<file path="src/design/uep0_pkg.sv">
// Package for the USB endpoint zero control handler.
// Holds codes, the decoded request and result records, and the phase encoding.
// No dependencies.
`timescale 1ns / 1ps
`default_nettype none

package uep0_pkg;

  localparam int LenW = 16;

  localparam logic [1:0] CMD_SETUP     = 2'd0;
  localparam logic [1:0] CMD_OUT       = 2'd1;
  localparam logic [1:0] CMD_IN        = 2'd2;
  localparam logic [1:0] CMD_BUS_RESET = 2'd3;

  localparam logic [1:0] ACT_NONE  = 2'd0;
  localparam logic [1:0] ACT_DATA  = 2'd1;
  localparam logic [1:0] ACT_ZLP   = 2'd2;
  localparam logic [1:0] ACT_STALL = 2'd3;

  localparam logic [2:0] SRC_STATUS      = 3'd0;
  localparam logic [2:0] SRC_CONFIG_BYTE = 3'd1;
  localparam logic [2:0] SRC_ZERO        = 3'd2;
  localparam logic [2:0] SRC_HALTED      = 3'd3;
  localparam logic [2:0] SRC_DEVICE      = 3'd4;
  localparam logic [2:0] SRC_CONFIG      = 3'd5;
  localparam logic [2:0] SRC_STRING      = 3'd6;
  localparam logic [2:0] SRC_COMPAT      = 3'd7;

  localparam logic [2:0] CFG_DEVICE_DESC_LEN    = 3'd0;
  localparam logic [2:0] CFG_CONFIG_DESC_LEN    = 3'd1;
  localparam logic [2:0] CFG_MAX_PACKET_SIZE0   = 3'd2;
  localparam logic [2:0] CFG_COMPAT_ID_LEN      = 3'd3;
  localparam logic [2:0] CFG_COMPAT_VENDOR_CODE = 3'd4;

  localparam logic [7:0] REQ_GET_STATUS     = 8'd0;
  localparam logic [7:0] REQ_CLEAR_FEATURE  = 8'd1;
  localparam logic [7:0] REQ_SET_FEATURE    = 8'd3;
  localparam logic [7:0] REQ_SET_ADDRESS    = 8'd5;
  localparam logic [7:0] REQ_GET_DESCRIPTOR = 8'd6;
  localparam logic [7:0] REQ_GET_CONFIG     = 8'd8;
  localparam logic [7:0] REQ_SET_CONFIG     = 8'd9;
  localparam logic [7:0] REQ_SYNCH_FRAME    = 8'd12;

  localparam logic [7:0] DESC_DEVICE = 8'd1;
  localparam logic [7:0] DESC_CONFIG = 8'd2;
  localparam logic [7:0] DESC_STRING = 8'd3;

  localparam logic [6:0] RT_STD_DEVICE    = 7'h00;
  localparam logic [6:0] RT_STD_IFACE     = 7'h01;
  localparam logic [6:0] RT_STD_EP        = 7'h02;
  localparam logic [6:0] RT_VENDOR_DEVICE = 7'h40;

  localparam logic [15:0] COMPAT_INDEX       = 16'h0004;
  localparam logic [7:0]  FEAT_REMOTE_WAKEUP = 8'h01;

  localparam logic [6:0] MPS_MIN = 7'd8;
  localparam logic [6:0] MPS_MAX = 7'd64;

  localparam logic [1:0] MODE_DEFAULT  = 2'd0;
  localparam logic [1:0] MODE_SELECTED = 2'd1;
  localparam logic [1:0] MODE_ACTIVE   = 2'd2;

  localparam logic [2:0] PHC_SETUP    = 3'd0;
  localparam logic [2:0] PHC_TX       = 3'd1;
  localparam logic [2:0] PHC_TX0      = 3'd2;
  localparam logic [2:0] PHC_STS      = 3'd3;
  localparam logic [2:0] PHC_RX       = 3'd4;
  localparam logic [2:0] PHC_SEND_STS = 3'd5;
  localparam logic [2:0] PHC_ERROR    = 3'd6;

  typedef enum logic [6:0] {
    PH_SETUP    = 7'b0000001,
    PH_TX       = 7'b0000010,
    PH_TX0      = 7'b0000100,
    PH_STS      = 7'b0001000,
    PH_RX       = 7'b0010000,
    PH_SEND_STS = 7'b0100000,
    PH_ERROR    = 7'b1000000
  } phase_t;

  typedef enum logic [2:0] {
    K_SETUP     = 3'd0,
    K_ERROR     = 3'd1,
    K_OUT       = 3'd2,
    K_IN        = 3'd3,
    K_BUS_RESET = 3'd4
  } kind_t;

  typedef enum logic [2:0] {
    OP_NONE       = 3'd0,
    OP_CLR_WAKE   = 3'd1,
    OP_SET_WAKE   = 3'd2,
    OP_SET_ADDR   = 3'd3,
    OP_SET_CFG    = 3'd4,
    OP_EP_STATUS  = 3'd5,
    OP_EP_FEATURE = 3'd6
  } op_t;

  typedef struct packed {
    kind_t            kind;
    op_t              op;
    logic [1:0]       action;
    phase_t           phase;
    logic [2:0]       src;
    logic [6:0]       chunk;
    logic [LenW-1:0]  tl;
    logic [LenW-1:0]  rl;
    logic [7:0]       val;
    logic [3:0]       ep_num;
    logic             ep_in;
    logic             ep_ok;
    logic             ep_set;
    logic             ep_apply;
  } dec_t;

  typedef struct packed {
    logic [1:0] action;
    logic [2:0] src;
    logic [6:0] chunk;
    logic       aw;
    logic [6:0] addr;
    logic [2:0] phase;
    logic [1:0] mode;
    logic       cev;
    logic [7:0] cfg;
    logic       wake;
    logic       rst;
  } res_t;

  typedef struct packed {
    logic            start;
    logic [LenW-1:0] value;
  } rem_req_t;

  typedef struct packed {
    logic busy;
    logic zero;
  } rem_sts_t;

  function automatic logic [2:0] phase_code(input phase_t p);
    logic [2:0] c;
    case (p)
      PH_SETUP:    c = PHC_SETUP;
      PH_TX:       c = PHC_TX;
      PH_TX0:      c = PHC_TX0;
      PH_STS:      c = PHC_STS;
      PH_RX:       c = PHC_RX;
      PH_SEND_STS: c = PHC_SEND_STS;
      PH_ERROR:    c = PHC_ERROR;
      default:     c = PHC_SETUP;
    endcase
    return c;
  endfunction

endpackage

`default_nettype wire

</file>
<file path="src/design/usb_ep0_control_handler_core.sv">
// Top level of the USB endpoint zero control handler.
// Instantiates uep0_front, uep0_fifo, uep0_back and uep0_rem; uses uep0_pkg.
//
// Channel   Direction  Handshake               Payload
// in_       event in   in_push / in_full       command, setup fields, string length
// out_      result     out_pop / out_empty     action, chunk, address, phase, state
// cfg_      registers  cfg_valid / cfg_ready   cfg_index, cfg_data
//
// One event is taken per cycle while in_full is low; its result then goes to the result queue.
// An IN completion in the data phase waits until the remainder unit has
// finished for the preceding setup request; writing max_packet_size0 restarts it.
// Reset is synchronous; the result queue holds two entries, the internal queue two.
// A stalled result side fills both queues and then raises in_full; cfg_ready stays high.
`timescale 1ns / 1ps
`default_nettype none

module usb_ep0_control_handler_core #(
  parameter int NUM_ENDPOINTS = 16
) (
  input  logic        clk,
  input  logic        rst_n,
  input  logic        cfg_valid,
  output logic        cfg_ready,
  input  logic [2:0]  cfg_index,
  input  logic [15:0] cfg_data,
  input  logic        in_push,
  output logic        in_full,
  input  logic [1:0]  in_command,
  input  logic        in_setup_ok,
  input  logic [7:0]  in_request_type,
  input  logic [7:0]  in_request_code,
  input  logic [15:0] in_value_word,
  input  logic [15:0] in_index_word,
  input  logic [15:0] in_length_word,
  input  logic [7:0]  in_string_len,
  output logic        out_empty,
  input  logic        out_pop,
  output logic [1:0]  out_action,
  output logic [2:0]  out_data_source,
  output logic [6:0]  out_chunk_len,
  output logic        out_address_write,
  output logic [6:0]  out_device_address,
  output logic [2:0]  out_ep0_phase,
  output logic [1:0]  out_device_state,
  output logic        out_config_event,
  output logic [7:0]  out_configuration,
  output logic        out_remote_wakeup,
  output logic        out_reset_event
);

  import uep0_pkg::*;

  localparam int DecW = $bits(dec_t);
  localparam int ResW = $bits(res_t);

  dec_t     dec_in, dec_head;
  res_t     res_in, res_head;
  rem_req_t rem_req;
  rem_sts_t rem_sts;
  logic [6:0] mps;
  logic     mps_wr;
  logic     dq_empty, dq_pop;
  logic     rq_full, rq_push;

  assign cfg_ready = 1'b1;

  uep0_front #(
    .NUM_ENDPOINTS(NUM_ENDPOINTS)
  ) u_front (
    .clk             (clk),
    .rst_n           (rst_n),
    .cfg_valid       (cfg_valid),
    .cfg_index       (cfg_index),
    .cfg_data        (cfg_data),
    .in_command      (in_command),
    .in_setup_ok     (in_setup_ok),
    .in_request_type (in_request_type),
    .in_request_code (in_request_code),
    .in_value_word   (in_value_word),
    .in_index_word   (in_index_word),
    .in_length_word  (in_length_word),
    .in_string_len   (in_string_len),
    .dec             (dec_in),
    .mps             (mps),
    .mps_wr          (mps_wr)
  );

  uep0_fifo #(
    .WIDTH(DecW),
    .DEPTH(2)
  ) u_dec_q (
    .clk   (clk),
    .rst_n (rst_n),
    .push  (in_push),
    .wdata (dec_in),
    .full  (in_full),
    .pop   (dq_pop),
    .rdata (dec_head),
    .empty (dq_empty)
  );

  uep0_back #(
    .NUM_ENDPOINTS(NUM_ENDPOINTS)
  ) u_back (
    .clk       (clk),
    .rst_n     (rst_n),
    .dec       (dec_head),
    .dec_valid (!dq_empty),
    .dec_pop   (dq_pop),
    .res_full  (rq_full),
    .res_push  (rq_push),
    .res       (res_in),
    .rem_req   (rem_req),
    .rem_sts   (rem_sts)
  );

  uep0_rem u_rem (
    .clk     (clk),
    .rst_n   (rst_n),
    .req     (rem_req),
    .restart (mps_wr),
    .divisor (mps),
    .sts     (rem_sts)
  );

  uep0_fifo #(
    .WIDTH(ResW),
    .DEPTH(2)
  ) u_res_q (
    .clk   (clk),
    .rst_n (rst_n),
    .push  (rq_push),
    .wdata (res_in),
    .full  (rq_full),
    .pop   (out_pop),
    .rdata (res_head),
    .empty (out_empty)
  );

  assign out_action         = res_head.action;
  assign out_data_source    = res_head.src;
  assign out_chunk_len      = res_head.chunk;
  assign out_address_write  = res_head.aw;
  assign out_device_address = res_head.addr;
  assign out_ep0_phase      = res_head.phase;
  assign out_device_state   = res_head.mode;
  assign out_config_event   = res_head.cev;
  assign out_configuration  = res_head.cfg;
  assign out_remote_wakeup  = res_head.wake;
  assign out_reset_event    = res_head.rst;

endmodule

`default_nettype wire

</file>
<file path="src/design/uep0_fifo.sv">
// Small register queue used between the decoder and the executer and on the result side.
// Depends on nothing; DEPTH must be a power of two of at least two.
`timescale 1ns / 1ps
`default_nettype none

module uep0_fifo #(
  parameter int WIDTH = 8,
  parameter int DEPTH = 2
) (
  input  logic             clk,
  input  logic             rst_n,
  input  logic             push,
  input  logic [WIDTH-1:0] wdata,
  output logic             full,
  input  logic             pop,
  output logic [WIDTH-1:0] rdata,
  output logic             empty
);

  localparam int PtrW = $clog2(DEPTH);
  localparam int CntW = $clog2(DEPTH + 1);

  logic [WIDTH-1:0] mem_r [DEPTH];
  logic [PtrW-1:0]  wr_ptr_r, wr_ptr_nxt;
  logic [PtrW-1:0]  rd_ptr_r, rd_ptr_nxt;
  logic [CntW-1:0]  cnt_r, cnt_nxt;
  logic             do_push, do_pop;

  assign full    = (cnt_r == CntW'(DEPTH));
  assign empty   = (cnt_r == '0);
  assign do_push = push && !full;
  assign do_pop  = pop && !empty;
  assign rdata   = mem_r[rd_ptr_r];

  always_comb begin
    wr_ptr_nxt = do_push ? wr_ptr_r + 1'b1 : wr_ptr_r;
    rd_ptr_nxt = do_pop ? rd_ptr_r + 1'b1 : rd_ptr_r;
    cnt_nxt    = cnt_r;
    if (do_push && !do_pop) begin
      cnt_nxt = cnt_r + 1'b1;
    end else if (do_pop && !do_push) begin
      cnt_nxt = cnt_r - 1'b1;
    end
  end

  always_ff @(posedge clk) begin
    if (!rst_n) begin
      wr_ptr_r <= '0;
      rd_ptr_r <= '0;
      cnt_r    <= '0;
    end else begin
      wr_ptr_r <= wr_ptr_nxt;
      rd_ptr_r <= rd_ptr_nxt;
      cnt_r    <= cnt_nxt;
    end
  end

  always_ff @(posedge clk) begin
    if (do_push) begin
      mem_r[wr_ptr_r] <= wdata;
    end
  end

endmodule

`default_nettype wire

</file>
<file path="src/design/uep0_front.sv">
// Front end: configuration registers and request decoder.
// Classifies each event into a uep0_pkg::dec_t record; uses uep0_pkg.
`timescale 1ns / 1ps
`default_nettype none

module uep0_front #(
  parameter int NUM_ENDPOINTS = 16
) (
  input  logic            clk,
  input  logic            rst_n,
  input  logic            cfg_valid,
  input  logic [2:0]      cfg_index,
  input  logic [15:0]     cfg_data,
  input  logic [1:0]      in_command,
  input  logic            in_setup_ok,
  input  logic [7:0]      in_request_type,
  input  logic [7:0]      in_request_code,
  input  logic [15:0]     in_value_word,
  input  logic [15:0]     in_index_word,
  input  logic [15:0]     in_length_word,
  input  logic [7:0]      in_string_len,
  output uep0_pkg::dec_t  dec,
  output logic [6:0]      mps,
  output logic            mps_wr
);

  import uep0_pkg::*;

  logic [7:0]      dev_len_r;
  logic [15:0]     cfg_len_r;
  logic [6:0]      mps_r;
  logic [7:0]      compat_len_r;
  logic [7:0]      vendor_r;

  logic [6:0]      key;
  logic            ok_req;
  op_t             op;
  logic [2:0]      src;
  logic [LenW-1:0] tl;
  logic [LenW-1:0] desc_len;
  logic [2:0]      desc_src;
  logic            ep_ok;
  logic [LenW-1:0] min_len;

  always_ff @(posedge clk) begin
    if (!rst_n) begin
      dev_len_r    <= 8'd18;
      cfg_len_r    <= 16'd32;
      mps_r        <= 7'd64;
      compat_len_r <= 8'd40;
      vendor_r     <= 8'd32;
    end else if (cfg_valid) begin
      case (cfg_index)
        CFG_DEVICE_DESC_LEN:    dev_len_r    <= cfg_data[7:0];
        CFG_CONFIG_DESC_LEN:    cfg_len_r    <= cfg_data;
        CFG_MAX_PACKET_SIZE0:   mps_r        <= cfg_data[6:0];
        CFG_COMPAT_ID_LEN:      compat_len_r <= cfg_data[7:0];
        CFG_COMPAT_VENDOR_CODE: vendor_r     <= cfg_data[7:0];
        default: ;
      endcase
    end
  end

  assign mps_wr = cfg_valid && (cfg_index == CFG_MAX_PACKET_SIZE0);
  assign mps    = (mps_r < MPS_MIN) ? MPS_MIN : ((mps_r > MPS_MAX) ? MPS_MAX : mps_r);
  assign key    = in_request_type[6:0];
  assign ep_ok  = {1'b0, in_index_word[3:0]} < 5'(NUM_ENDPOINTS);

  always_comb begin
    ok_req   = 1'b0;
    op       = OP_NONE;
    src      = SRC_STATUS;
    tl       = '0;
    desc_len = '0;
    desc_src = SRC_STATUS;
    case (in_value_word[15:8])
      DESC_DEVICE: begin
        desc_src = SRC_DEVICE;
        desc_len = {8'd0, dev_len_r};
      end
      DESC_CONFIG: begin
        desc_src = SRC_CONFIG;
        desc_len = cfg_len_r;
      end
      DESC_STRING: begin
        desc_src = SRC_STRING;
        desc_len = {8'd0, in_string_len};
      end
      default: ;
    endcase
    if (key == RT_VENDOR_DEVICE) begin
      if (in_request_code == vendor_r && in_index_word == COMPAT_INDEX) begin
        ok_req = 1'b1;
        src    = SRC_COMPAT;
        tl     = {8'd0, compat_len_r};
      end
    end else if (key == RT_STD_DEVICE) begin
      case (in_request_code)
        REQ_GET_STATUS: begin
          ok_req = 1'b1;
          tl     = 16'd2;
        end
        REQ_CLEAR_FEATURE: begin
          ok_req = (in_value_word[7:0] == FEAT_REMOTE_WAKEUP);
          op     = OP_CLR_WAKE;
        end
        REQ_SET_FEATURE: begin
          ok_req = (in_value_word[7:0] == FEAT_REMOTE_WAKEUP);
          op     = OP_SET_WAKE;
        end
        REQ_SET_ADDRESS: begin
          ok_req = 1'b1;
          op     = OP_SET_ADDR;
        end
        REQ_GET_DESCRIPTOR: begin
          ok_req = (desc_len != '0);
          src    = desc_src;
          tl     = desc_len;
        end
        REQ_GET_CONFIG: begin
          ok_req = 1'b1;
          src    = SRC_CONFIG_BYTE;
          tl     = 16'd1;
        end
        REQ_SET_CONFIG: begin
          ok_req = 1'b1;
          op     = OP_SET_CFG;
        end
        default: ;
      endcase
    end else if (key == RT_STD_IFACE) begin
      if (in_request_code == REQ_GET_STATUS) begin
        ok_req = 1'b1;
        src    = SRC_ZERO;
        tl     = 16'd2;
      end
    end else if (key == RT_STD_EP) begin
      case (in_request_code)
        REQ_SYNCH_FRAME: begin
          ok_req = 1'b1;
          src    = SRC_ZERO;
          tl     = 16'd2;
        end
        REQ_GET_STATUS: begin
          ok_req = 1'b1;
          op     = OP_EP_STATUS;
          src    = SRC_ZERO;
          tl     = 16'd2;
        end
        REQ_CLEAR_FEATURE, REQ_SET_FEATURE: begin
          ok_req = (in_value_word == '0);
          op     = OP_EP_FEATURE;
        end
        default: ;
      endcase
    end
  end

  always_comb begin
    min_len      = (in_length_word < tl) ? in_length_word : tl;
    dec          = '0;
    dec.op       = op;
    dec.tl       = tl;
    dec.rl       = in_length_word;
    dec.val      = in_value_word[7:0];
    dec.ep_num   = in_index_word[3:0];
    dec.ep_in    = in_index_word[7];
    dec.ep_ok    = ep_ok;
    dec.ep_set   = (in_request_code == REQ_SET_FEATURE);
    dec.ep_apply = ep_ok && (in_index_word[3:0] != 4'd0);
    dec.action   = ACT_NONE;
    dec.phase    = PH_SETUP;
    dec.src      = SRC_STATUS;
    dec.chunk    = '0;
    case (in_command)
      CMD_SETUP:  dec.kind = (in_setup_ok && ok_req) ? K_SETUP : K_ERROR;
      CMD_OUT:    dec.kind = K_OUT;
      CMD_IN:     dec.kind = K_IN;
      default:    dec.kind = K_BUS_RESET;
    endcase
    if (in_request_type[7]) begin
      if (tl != '0) begin
        dec.action = ACT_DATA;
        dec.phase  = PH_TX;
        dec.src    = src;
        dec.chunk  = (min_len > {9'd0, mps}) ? mps : min_len[6:0];
      end else begin
        dec.phase  = PH_STS;
      end
    end else if (tl != '0) begin
      dec.phase  = PH_RX;
    end else begin
      dec.action = ACT_ZLP;
      dec.phase  = PH_SEND_STS;
    end
  end

endmodule

`default_nettype wire

</file>
<file path="src/design/uep0_rem.sv">
// Bit-serial remainder unit: transfer length modulo the endpoint zero packet size.
// One quotient bit per cycle; uses uep0_pkg.
`timescale 1ns / 1ps
`default_nettype none

module uep0_rem (
  input  logic               clk,
  input  logic               rst_n,
  input  uep0_pkg::rem_req_t req,
  input  logic               restart,
  input  logic [6:0]         divisor,
  output uep0_pkg::rem_sts_t sts
);

  import uep0_pkg::*;

  localparam int CntW = $clog2(LenW + 1);

  logic [LenW-1:0] val_r;
  logic [LenW-1:0] dvd_r;
  logic [6:0]      rem_r;
  logic [CntW-1:0] cnt_r;
  logic [6:0]      trial;

  assign trial    = {rem_r[5:0], dvd_r[LenW-1]};
  assign sts.busy = (cnt_r != '0);
  assign sts.zero = (rem_r == '0);

  always_ff @(posedge clk) begin
    if (!rst_n) begin
      cnt_r <= '0;
      val_r <= '0;
      dvd_r <= '0;
      rem_r <= '0;
    end else if (req.start) begin
      cnt_r <= CntW'(LenW);
      val_r <= req.value;
      dvd_r <= req.value;
      rem_r <= '0;
    end else if (restart) begin
      cnt_r <= CntW'(LenW);
      dvd_r <= val_r;
      rem_r <= '0;
    end else if (cnt_r != '0) begin
      cnt_r <= cnt_r - 1'b1;
      dvd_r <= {dvd_r[LenW-2:0], 1'b0};
      rem_r <= (trial >= divisor) ? trial - divisor : trial;
    end
  end

endmodule

`default_nettype wire

</file>
<file path="src/design/uep0_back.sv">
// Back end: endpoint zero phase, device state and halt bits, one event per cycle
// unless results are full or an IN waits on uep0_rem. Uses uep0_pkg and the status of uep0_rem.
`timescale 1ns / 1ps
`default_nettype none

module uep0_back #(
  parameter int NUM_ENDPOINTS = 16
) (
  input  logic               clk,
  input  logic               rst_n,
  input  uep0_pkg::dec_t     dec,
  input  logic               dec_valid,
  output logic               dec_pop,
  input  logic               res_full,
  output logic               res_push,
  output uep0_pkg::res_t     res,
  output uep0_pkg::rem_req_t rem_req,
  input  uep0_pkg::rem_sts_t rem_sts
);

  import uep0_pkg::*;

  localparam int EpW = (NUM_ENDPOINTS > 1) ? $clog2(NUM_ENDPOINTS) : 1;

  phase_t                   phase_r, phase_nxt;
  logic [LenW-1:0]          rl_r, rl_nxt;
  logic [LenW-1:0]          tl_r, tl_nxt;
  logic                     wake_r, wake_nxt;
  logic [7:0]               cfg_r, cfg_nxt;
  logic [1:0]               mode_r, mode_nxt;
  logic [6:0]               addr_r, addr_nxt;
  logic [NUM_ENDPOINTS-1:0] halt_out_r, halt_out_nxt;
  logic [NUM_ENDPOINTS-1:0] halt_in_r, halt_in_nxt;
  logic [EpW-1:0]           ep_idx;
  logic                     stall;
  logic                     fire;

  assign ep_idx   = dec.ep_num[EpW-1:0];
  assign stall    = (dec.kind == K_IN) && (phase_r == PH_TX) && rem_sts.busy;
  assign fire     = dec_valid && !res_full && !stall;
  assign dec_pop  = fire;
  assign res_push = fire;

  always_comb begin
    phase_nxt     = phase_r;
    rl_nxt        = rl_r;
    tl_nxt        = tl_r;
    wake_nxt      = wake_r;
    cfg_nxt       = cfg_r;
    mode_nxt      = mode_r;
    addr_nxt      = addr_r;
    halt_out_nxt  = halt_out_r;
    halt_in_nxt   = halt_in_r;
    rem_req.start = 1'b0;
    rem_req.value = dec.tl;
    res           = '0;
    case (dec.kind)
      K_SETUP: begin
        halt_out_nxt[0] = 1'b0;
        halt_in_nxt[0]  = 1'b0;
        phase_nxt       = dec.phase;
        rl_nxt          = dec.rl;
        tl_nxt          = dec.tl;
        res.action      = dec.action;
        res.src         = dec.src;
        res.chunk       = dec.chunk;
        rem_req.start   = fire;
        case (dec.op)
          OP_CLR_WAKE: wake_nxt = 1'b0;
          OP_SET_WAKE: wake_nxt = 1'b1;
          OP_SET_ADDR: begin
            addr_nxt = dec.val[6:0];
            res.aw   = 1'b1;
          end
          OP_SET_CFG: begin
            if (cfg_r != dec.val) begin
              cfg_nxt      = dec.val;
              mode_nxt     = (dec.val == 8'd0) ? MODE_SELECTED : MODE_ACTIVE;
              halt_out_nxt = '0;
              halt_in_nxt  = '0;
              res.cev      = 1'b1;
            end
          end
          OP_EP_STATUS: begin
            if (dec.action == ACT_DATA && dec.ep_ok &&
                (dec.ep_in ? halt_in_nxt[ep_idx] : halt_out_nxt[ep_idx])) begin
              res.src = SRC_HALTED;
            end
          end
          OP_EP_FEATURE: begin
            if (dec.ep_apply) begin
              if (dec.ep_in) begin
                halt_in_nxt[ep_idx] = dec.ep_set;
              end else begin
                halt_out_nxt[ep_idx] = dec.ep_set;
              end
            end
          end
          default: ;
        endcase
      end
      K_OUT: begin
        if (phase_r == PH_RX) begin
          phase_nxt  = PH_SEND_STS;
          res.action = ACT_ZLP;
        end else if (phase_r == PH_STS) begin
          phase_nxt  = PH_SETUP;
        end else begin
          halt_out_nxt[0] = 1'b1;
          halt_in_nxt[0]  = 1'b1;
          phase_nxt       = PH_ERROR;
          res.action      = ACT_STALL;
        end
      end
      K_IN: begin
        if (phase_r == PH_TX) begin
          if (tl_r < rl_r && rem_sts.zero) begin
            phase_nxt  = PH_TX0;
            res.action = ACT_ZLP;
          end else begin
            phase_nxt  = PH_STS;
          end
        end else if (phase_r == PH_TX0) begin
          phase_nxt = PH_STS;
        end else if (phase_r == PH_SEND_STS) begin
          phase_nxt = PH_SETUP;
        end else begin
          halt_out_nxt[0] = 1'b1;
          halt_in_nxt[0]  = 1'b1;
          phase_nxt       = PH_ERROR;
          res.action      = ACT_STALL;
        end
      end
      K_BUS_RESET: begin
        addr_nxt     = '0;
        cfg_nxt      = '0;
        mode_nxt     = MODE_DEFAULT;
        wake_nxt     = 1'b0;
        phase_nxt    = PH_SETUP;
        halt_out_nxt = '0;
        halt_in_nxt  = '0;
        res.aw       = 1'b1;
        res.rst      = 1'b1;
      end
      default: begin
        halt_out_nxt[0] = 1'b1;
        halt_in_nxt[0]  = 1'b1;
        phase_nxt       = PH_ERROR;
        res.action      = ACT_STALL;
      end
    endcase
    res.addr  = addr_nxt;
    res.phase = phase_code(phase_nxt);
    res.mode  = mode_nxt;
    res.cfg   = cfg_nxt;
    res.wake  = wake_nxt;
  end

  always_ff @(posedge clk) begin
    if (!rst_n) begin
      phase_r    <= PH_SETUP;
      rl_r       <= '0;
      tl_r       <= '0;
      wake_r     <= 1'b0;
      cfg_r      <= '0;
      mode_r     <= MODE_DEFAULT;
      addr_r     <= '0;
      halt_out_r <= '0;
      halt_in_r  <= '0;
    end else if (fire) begin
      phase_r    <= phase_nxt;
      rl_r       <= rl_nxt;
      tl_r       <= tl_nxt;
      wake_r     <= wake_nxt;
      cfg_r      <= cfg_nxt;
      mode_r     <= mode_nxt;
      addr_r     <= addr_nxt;
      halt_out_r <= halt_out_nxt;
      halt_in_r  <= halt_in_nxt;
    end
  end

endmodule

`default_nettype wire

</file>
<file path="config.mk">
export PLATFORM = sky130hd
export DESIGN_NAME = usb_ep0_control_handler_core
export DESIGN_NICKNAME = d
export VERILOG_FILES = /design/src/design/uep0_pkg.sv /design/src/design/usb_ep0_control_handler_core.sv /design/src/design/uep0_fifo.sv /design/src/design/uep0_front.sv /design/src/design/uep0_rem.sv /design/src/design/uep0_back.sv
export SDC_FILE = /design/constraint.sdc
export NUM_CORES = 1
export LEC_CHECK = 0
export BUFFER_PORTS_ARGS = -buffer_cell sky130_fd_sc_hd__buf_4
export CAP_MARGIN = 15
export CORE_UTILIZATION = 55
export DETAILED_ROUTE_END_ITERATION = 6
export MAX_ROUTING_LAYER = met4
export PLACE_DENSITY = 0.83
export REMOVE_ABC_BUFFERS = 1
export SYNTH_ARGS = -nofsm -noshare
export SYNTH_HDL_FRONTEND = slang
export SYNTH_SLANG_ARGS = --single-unit
</file>
<file path="constraint.sdc">
create_clock -name clk -period 5.3 [get_ports clk]
set_input_delay 0.53 -clock clk [delete_from_list [all_inputs] [get_ports clk]]
set_output_delay 0.53 -clock clk [all_outputs]
set_load 0.05 [all_outputs]
</file>
---- Yosys cells after proc, flatten, opt, wreduce, memory -nomap -nowiden ----
Memory sizes are Yosys's and may differ from the RTL's. A register that Yosys moved wholly into a read port is not among the register bits.
Cells that the tools add are included.
operators by class
  bitwise gates (word level) .............. 1
  add/sub/neg operators ................... 10
  div/mod/pow operators ................... 0
  multiply operators ...................... 0
  eq/ne operators ......................... 51
  reductions and logical operators ........ 58
  shift-type cells ........................ 0
  mux-type cells .......................... 118
  magnitude comparators ................... 8
operator list
  kind                                                                    count
  16-bit two-way mux                                                      13
  16-bit case mux with 3 select lines                                     2
  7-bit two-way mux                                                       10
  16-bit case mux with 2 select lines                                     2
  15-bit case mux with 2 select lines                                     2
  2-bit two-way mux                                                       18
  3-bit two-way mux                                                       11
  16-bit bitwise mux                                                      2
  16-bit less-than comparator                                             2
  16-bit nonzero test                                                     2
  10-bit two-way mux                                                      3
  7-bit case mux with 4 select lines                                      1
  1-bit two-way mux                                                       26
  8-bit by 1-bit equality test with 1-bit output, second input constant   3
  8-bit by 2-bit equality test with 1-bit output, second input constant   3
  8-bit by 4-bit equality test with 1-bit output, second input constant   3
  8-bit two-way mux                                                       3
  7-bit by 2-bit equality test with 1-bit output, second input constant   3
  3-bit by 2-bit equality test with 1-bit output, second input constant   6
  1-bit logical AND                                                       18
  3-bit case mux with 3 select lines                                      2
  3-bit case mux with 6 select lines                                      1
  16-bit by 3-bit equality test with 1-bit output, second input constant  1
  8-bit by 3-bit equality test with 1-bit output, second input constant   2
  56 further kinds                                                        107
word-level totals
  output and inout bits ................... 39
  latch bits .............................. 0
  memories kept ........................... 2
  memory bits (read-only) ................. 0
  bits in registers ....................... 186
  memory bits (writable) .................. 216
  logic and storage cells ................. 273
memory list
  name           depth  bits a word  rd ports  clocked after Yosys merged registers in  write ports  RTL line         source
  u_dec_q.mem_r  2      72           1         1                                        1            uep0_fifo.sv:23  logic [WIDTH-1:0] mem_r [DEPTH];
  u_res_q.mem_r  2      36           1         1                                        1            uep0_fifo.sv:23

---- Longest topological paths before layout ----
  word-level depth ........................ 13
  mapped depth ............................ 24
  mapped depth without buffers ............ 22

---- Cells and area by module ----
From an unflattened synthesis, not the netlist that was laid out.
unflattened totals
  cell total of the unflattened synthesis .. 1908
  area total of the unflattened synthesis .. 20134.3 um^2
by module, submodules not included
  module                        times used  cells an instance  area an instance (um^2)
  uep0_fifo (u_dec_q)           1           252                5524.0
  uep0_back                     1           669                5211.2
  uep0_front                    1           561                4176.5
  uep0_fifo (u_res_q)           1           137                2829.0
  uep0_rem                      1           286                2378.5
  usb_ep0_control_handler_core  1           3                  15.0

---- Worst setup path after synthesis ----
Ideal clock, no wire load.
  path type ............................... input-to-reg
  start point ............................. input port in_request_code[4]
  end point ............................... memory u_dec_q.mem_r[0][51] (netlist name), data pin
  stages .................................. 23
  arrival time ............................ 5.361 ns
  slack ................................... -0.338 ns
  required time ........................... 5.023 ns
  cell sequence ........................... or4_1 clkbuf_1 or3_1 o41a_1 nand2b_1 inv_1 ha_1 o21a_1 o21a_1 o211ai_1 o221ai_1 nor2_1 buf_2 mux2_2 ha_1 nor2b_1 o31ai_1 a21oi_1 o31ai_1 and3_1 buf_1 a211o_1 o22ai_1
RTL lines
  element      RTL line                            source
  from (decl)  usb_ep0_control_handler_core.sv:31  input logic [7:0] in_request_code,
  to (decl)    uep0_fifo.sv:23

==> flow_metrics.py <==
metrics = {
    "global_route": {
        "grt_antenna_before_repair": 2,
        "grt_pass1_vias": 13700,
        "grt_pass1_wl_microns": 72300,
        "grt_max_degree": 79,
        "track_usage_pct": 28.5,
        "overflow": 0,
    },
    "clock_tree": {
        "worstSkewPairLatency_ns": 0.54,
        "cts.path.max_buffers": 3,
        "postCtsHoldBufs": 0,
        "clk_pin_slew_ns": 0.06,
        "cts_root_buf": "clkbuf_16",
        "cts_buffers": 39,
        "htreeDepth": 2,
        "tritoncts": "done",
        "cts_sinks": 378,
    },
    "sta": {
        "timing.fmax_mhz": 197,
        "maxSlewViolCount": 0,
        "setup_ws_ns": 0.218,
        "slew_headroom_pct": 8.66,
        "setup_viol": 0,
        "fin_crit_sh_pct": 95.9,
        "hold_viol": 0,
        "period_needed_ns": 5.08,
        "worst_pin_slew_ns": 1.36,
        "fin_skew_ns": 0.0134,
    },
    "logic_synthesis": {
        "synth_area_leader_cell": "edfxtp_1",
        "seq_area_frac_synth_pct": 54.1,
        "synth_top_cell_area_share_pct": 34.8,
        "ys_types": 81,
        "synthTopCellsByArea": "edfxtp_1 (35%), dfxtp_1 (19%), nand2_1 (4.9%), a21oi_1 (4.1%), mux2_2 (3.6%)",
        "synth_edf_count": 206,
        "syn_area_sq_um": 17800,
        "syn_inst": 1744,
        "synth-seq-cells": 378,
        "syn_avg_cell_area_sq_um": 10.2,
        "async_flop_share_pct": 0,
        "yosys_warnings": 0,
        "ys.flop_type": "edfxtp_1",
    },
    "place": {
        "placed_cell_area_sq_um": 19600,
        "dp_hpwl_microns": 32300,
        "dpl_worst_slack_ns": -0.501,
        "place_congestion": 0.961,
        "io_buffers": 136,
        "placed_cells": 2272,
    },
    "routing": {
        "drtPass1Iterations": 6,
        "vias": 14200,
        "drt_iter0_drc": 1584,
        "drt_wl_total_microns": 46400,
        "via_per_inst": 6.04,
        "remaining_drc_errors": 0,
        "wl_per_cell_microns": 19.7,
        "drtAntennaViolNets": 0,
    },
    "power_and_ir_drop": {
        "powerDensity_nw_per_um2": 493,
        "leakagePower_nw": 7.88,
        "peakVddDrop_mv": 0.267,
        "power.total_mw": 10.5,
    },
    "worst_hold_path": {
        "hp-start": "in_value_word[4]",
        "min_path_cells": 1,
        "worstHoldPathType": "in -> reg",
        "holdPathEnd": "u_dec_q.mem_r[0][11]",
    },
    "floorplanning": {
        "die_h_microns": 182,
        "dieArea_sq_um": 33100,
        "start_util_pct": 56.1,
        "core_sq_um": 31700,
        "fp-row-count": 65,
        "io_pins": 138,
        "die_x_microns": 182,
    },
    "critical_path": {
        "path_class": "in -> reg",
        "reg2reg_depth": 25,
        "crit_fanout": 6,
        "r2r_end": "u_dec_q.mem_r[1][53]",
        "r2r_slack_ns": 0.41,
        "required_ns": 5.67,
        "reg2reg_from": "u_front.vendor_r[2]",
        "worstSetupEndpointType": "register",
        "worst_ep_arrival_time_ns": 5.45,
        "cp-start-kind": "primary input",
    },
    "finish": {
        "layout-drive-gt1-share_pct": 20.7,
        "areaGrowthSynthToFinish_pct": 19.5,
        "nFillCells": 2406,
        "finalInstanceArea_sq_um": 21300,
        "fin_cells": 2360,
        "fin_nets": 2074,
    },
    "run_status": {
        "status": "complete, no violations",
    },
    "run": {
        "maxCapViolCount": 0,
    },
}
[through the flow]
step | setup TNS, ns | hold WS, ns | util, %
final | 0 | 0.183 | 67.0
after global routing | -0.542 | 0.174 | 67.0
after CTS | 0 | 0.169 | 65.9
after detailed placement | -6.66 | 0.448 | 61.6
after global placement | -5.60 | 0.442 | 61.6
after floorplan | -99.90 | 0.431 | -
[report_power, final]
part,switching (mW),internal (mW),leakage [nW]
Clock,1.13,1.70,0.648
Sequential,0.284,3.74,3.35
Combinational,2.37,1.26,3.88
[synth_stat cells, drive strengths merged (31+ instances only)]
| cell | n |
|---|---|
| inv | 54 |
| nand3 | 31 |
| clkbuf | 59 |
| ha | 49 |
| mux2i | 65 |
| edfxtp | 206 |
| o21ai | 72 |
| nor3 | 74 |
| mux2 | 58 |
| a21oi | 144 |
| buf | 33 |
| a211oi | 31 |
| nor2 | 163 |
| dfxtp | 172 |
| nand2 | 236 |
[layer usage]
layer | routed length, microns | GRT usage, %
met1 | 18800 | 34.3
met2 | 23000 | 48.4
met4 | 1680 | 11.1
met3 | 2970 | 4.11
met5 | 0 | -
[sequential cells by signal, summed over array words and instances (netlist names), 7 cells and up, named ones only]
signal / flops
u_back.halt_out_r: 15
u_res_q.mem_r: 72
u_back.phase_r: 7
u_back.cfg_r: 8
u_front.dev_len_r: 8
u_dec_q.mem_r: 134
u_back.addr_r: 7
u_rem.rem_r: 7
u_front.mps_r: 7
u_back.rl_r: 16
u_back.halt_in_r: 15
u_front.cfg_len_r: 16
u_back.tl_r: 16
u_front.vendor_r: 8
u_rem.dvd_r: 16
u_front.compat_len_r: 8
[repair_timing]
action,in CTS,in global routing
setup endpoints to repair,0,14
resized for setup,0,48
buffers inserted,0,10
[layout make-up]
class                           count  area (sq um)  share of cell area [%]
Clock buffer                       57          1100                    5.20
Multi-Input combinational cell   1220          7800                    36.7
Sequential cell                   378          9630                    45.3
Timing Repair Buffer              232          1770                    8.33
Tap cell                          402           503                    2.37
Inverter                           54           205                   0.966
Antenna cell                        3          7.51                  0.0353
Clock inverter                     14           229                    1.08
[cells in the final DEF (no fill, tap or decap), types with 7 or more instances in the layout]
master	n
a31oi_1	27
nand4_1	17
nand2b_1	13
o21ai_0	67
and2_1	16
o41ai_1	8
mux2i_1	63
nand3b_1	7
nand2_1	233
inv_1	51
mux2_2	56
xnor2_1	19
nor3_1	67
a211oi_1	31
buf_4	225
and3_1	8
edfxtp_1	206
a22oi_1	13
nor4_1	14
clkbuf_16	40
nor2_1	154
or3_1	9
clkbuf_1	13
nand3_1	31
xor2_1	16
dfxtp_1	171
ha_1	45
nor3b_1	7
a21oi_1	141
nor2b_1	14
o22ai_1	13
[worst max-delay path by stage]
stage	start	end	slack (ns)	cells after the start
after floorplan	register	u_rem.dvd_r[10]	-1.58	8
after global placement	in_value_word[11]	u_dec_q.mem_r[1][53]	-0.42	25
after detailed placement	in_request_code[4]	u_dec_q.mem_r[0][53]	-0.50	24
after CTS	in_request_code[4]	u_dec_q.mem_r[1][53]	0.06	24
after global routing	in_value_word[12]	u_dec_q.mem_r[1][49]	-0.08	29
final	in_request_code[4]	u_dec_q.mem_r[1][53]	0.22	25
[critical path: stages]
cell       delay, ns
buf_4           0.12
or4_1           0.58
or3_1           0.37
o41a_1          0.36
nand2b_4        0.09
inv_2           0.05
ha_4            0.22
o21a_1          0.16
o21a_1          0.17
o211ai_1        0.21
buf_4           0.16
a2111oi_4       0.03
nor2_2          0.25
buf_4           0.15
mux2_2          0.32
ha_1            0.29
o21a_1          0.17
o31ai_1         0.07
a21oi_1         0.10
o31ai_1         0.27
nand2_1         0.17
buf_6           0.19
nor3_4          0.12
a31oi_1         0.08
o22ai_2         0.20
[logic make-up after synthesis]
| group | count (synthesis) | share of synthesized area (%) |
|---|---|---|
| and+or+nand+nor | 639 | 16.8 |
| DFF | 378 | 54.1 |
| AOI/OAI and AO/OA | 372 | 12.9 |
| buffers and inverters | 146 | 3.41 |
| muxes | 123 | 7.44 |
| adders and majority gates | 50 | 3.56 |
| xor gates and xnor gates | 35 | 1.72 |
| other | 1 | 0.0211 |
No activity file was read; power rests on OpenSTA's default activity.
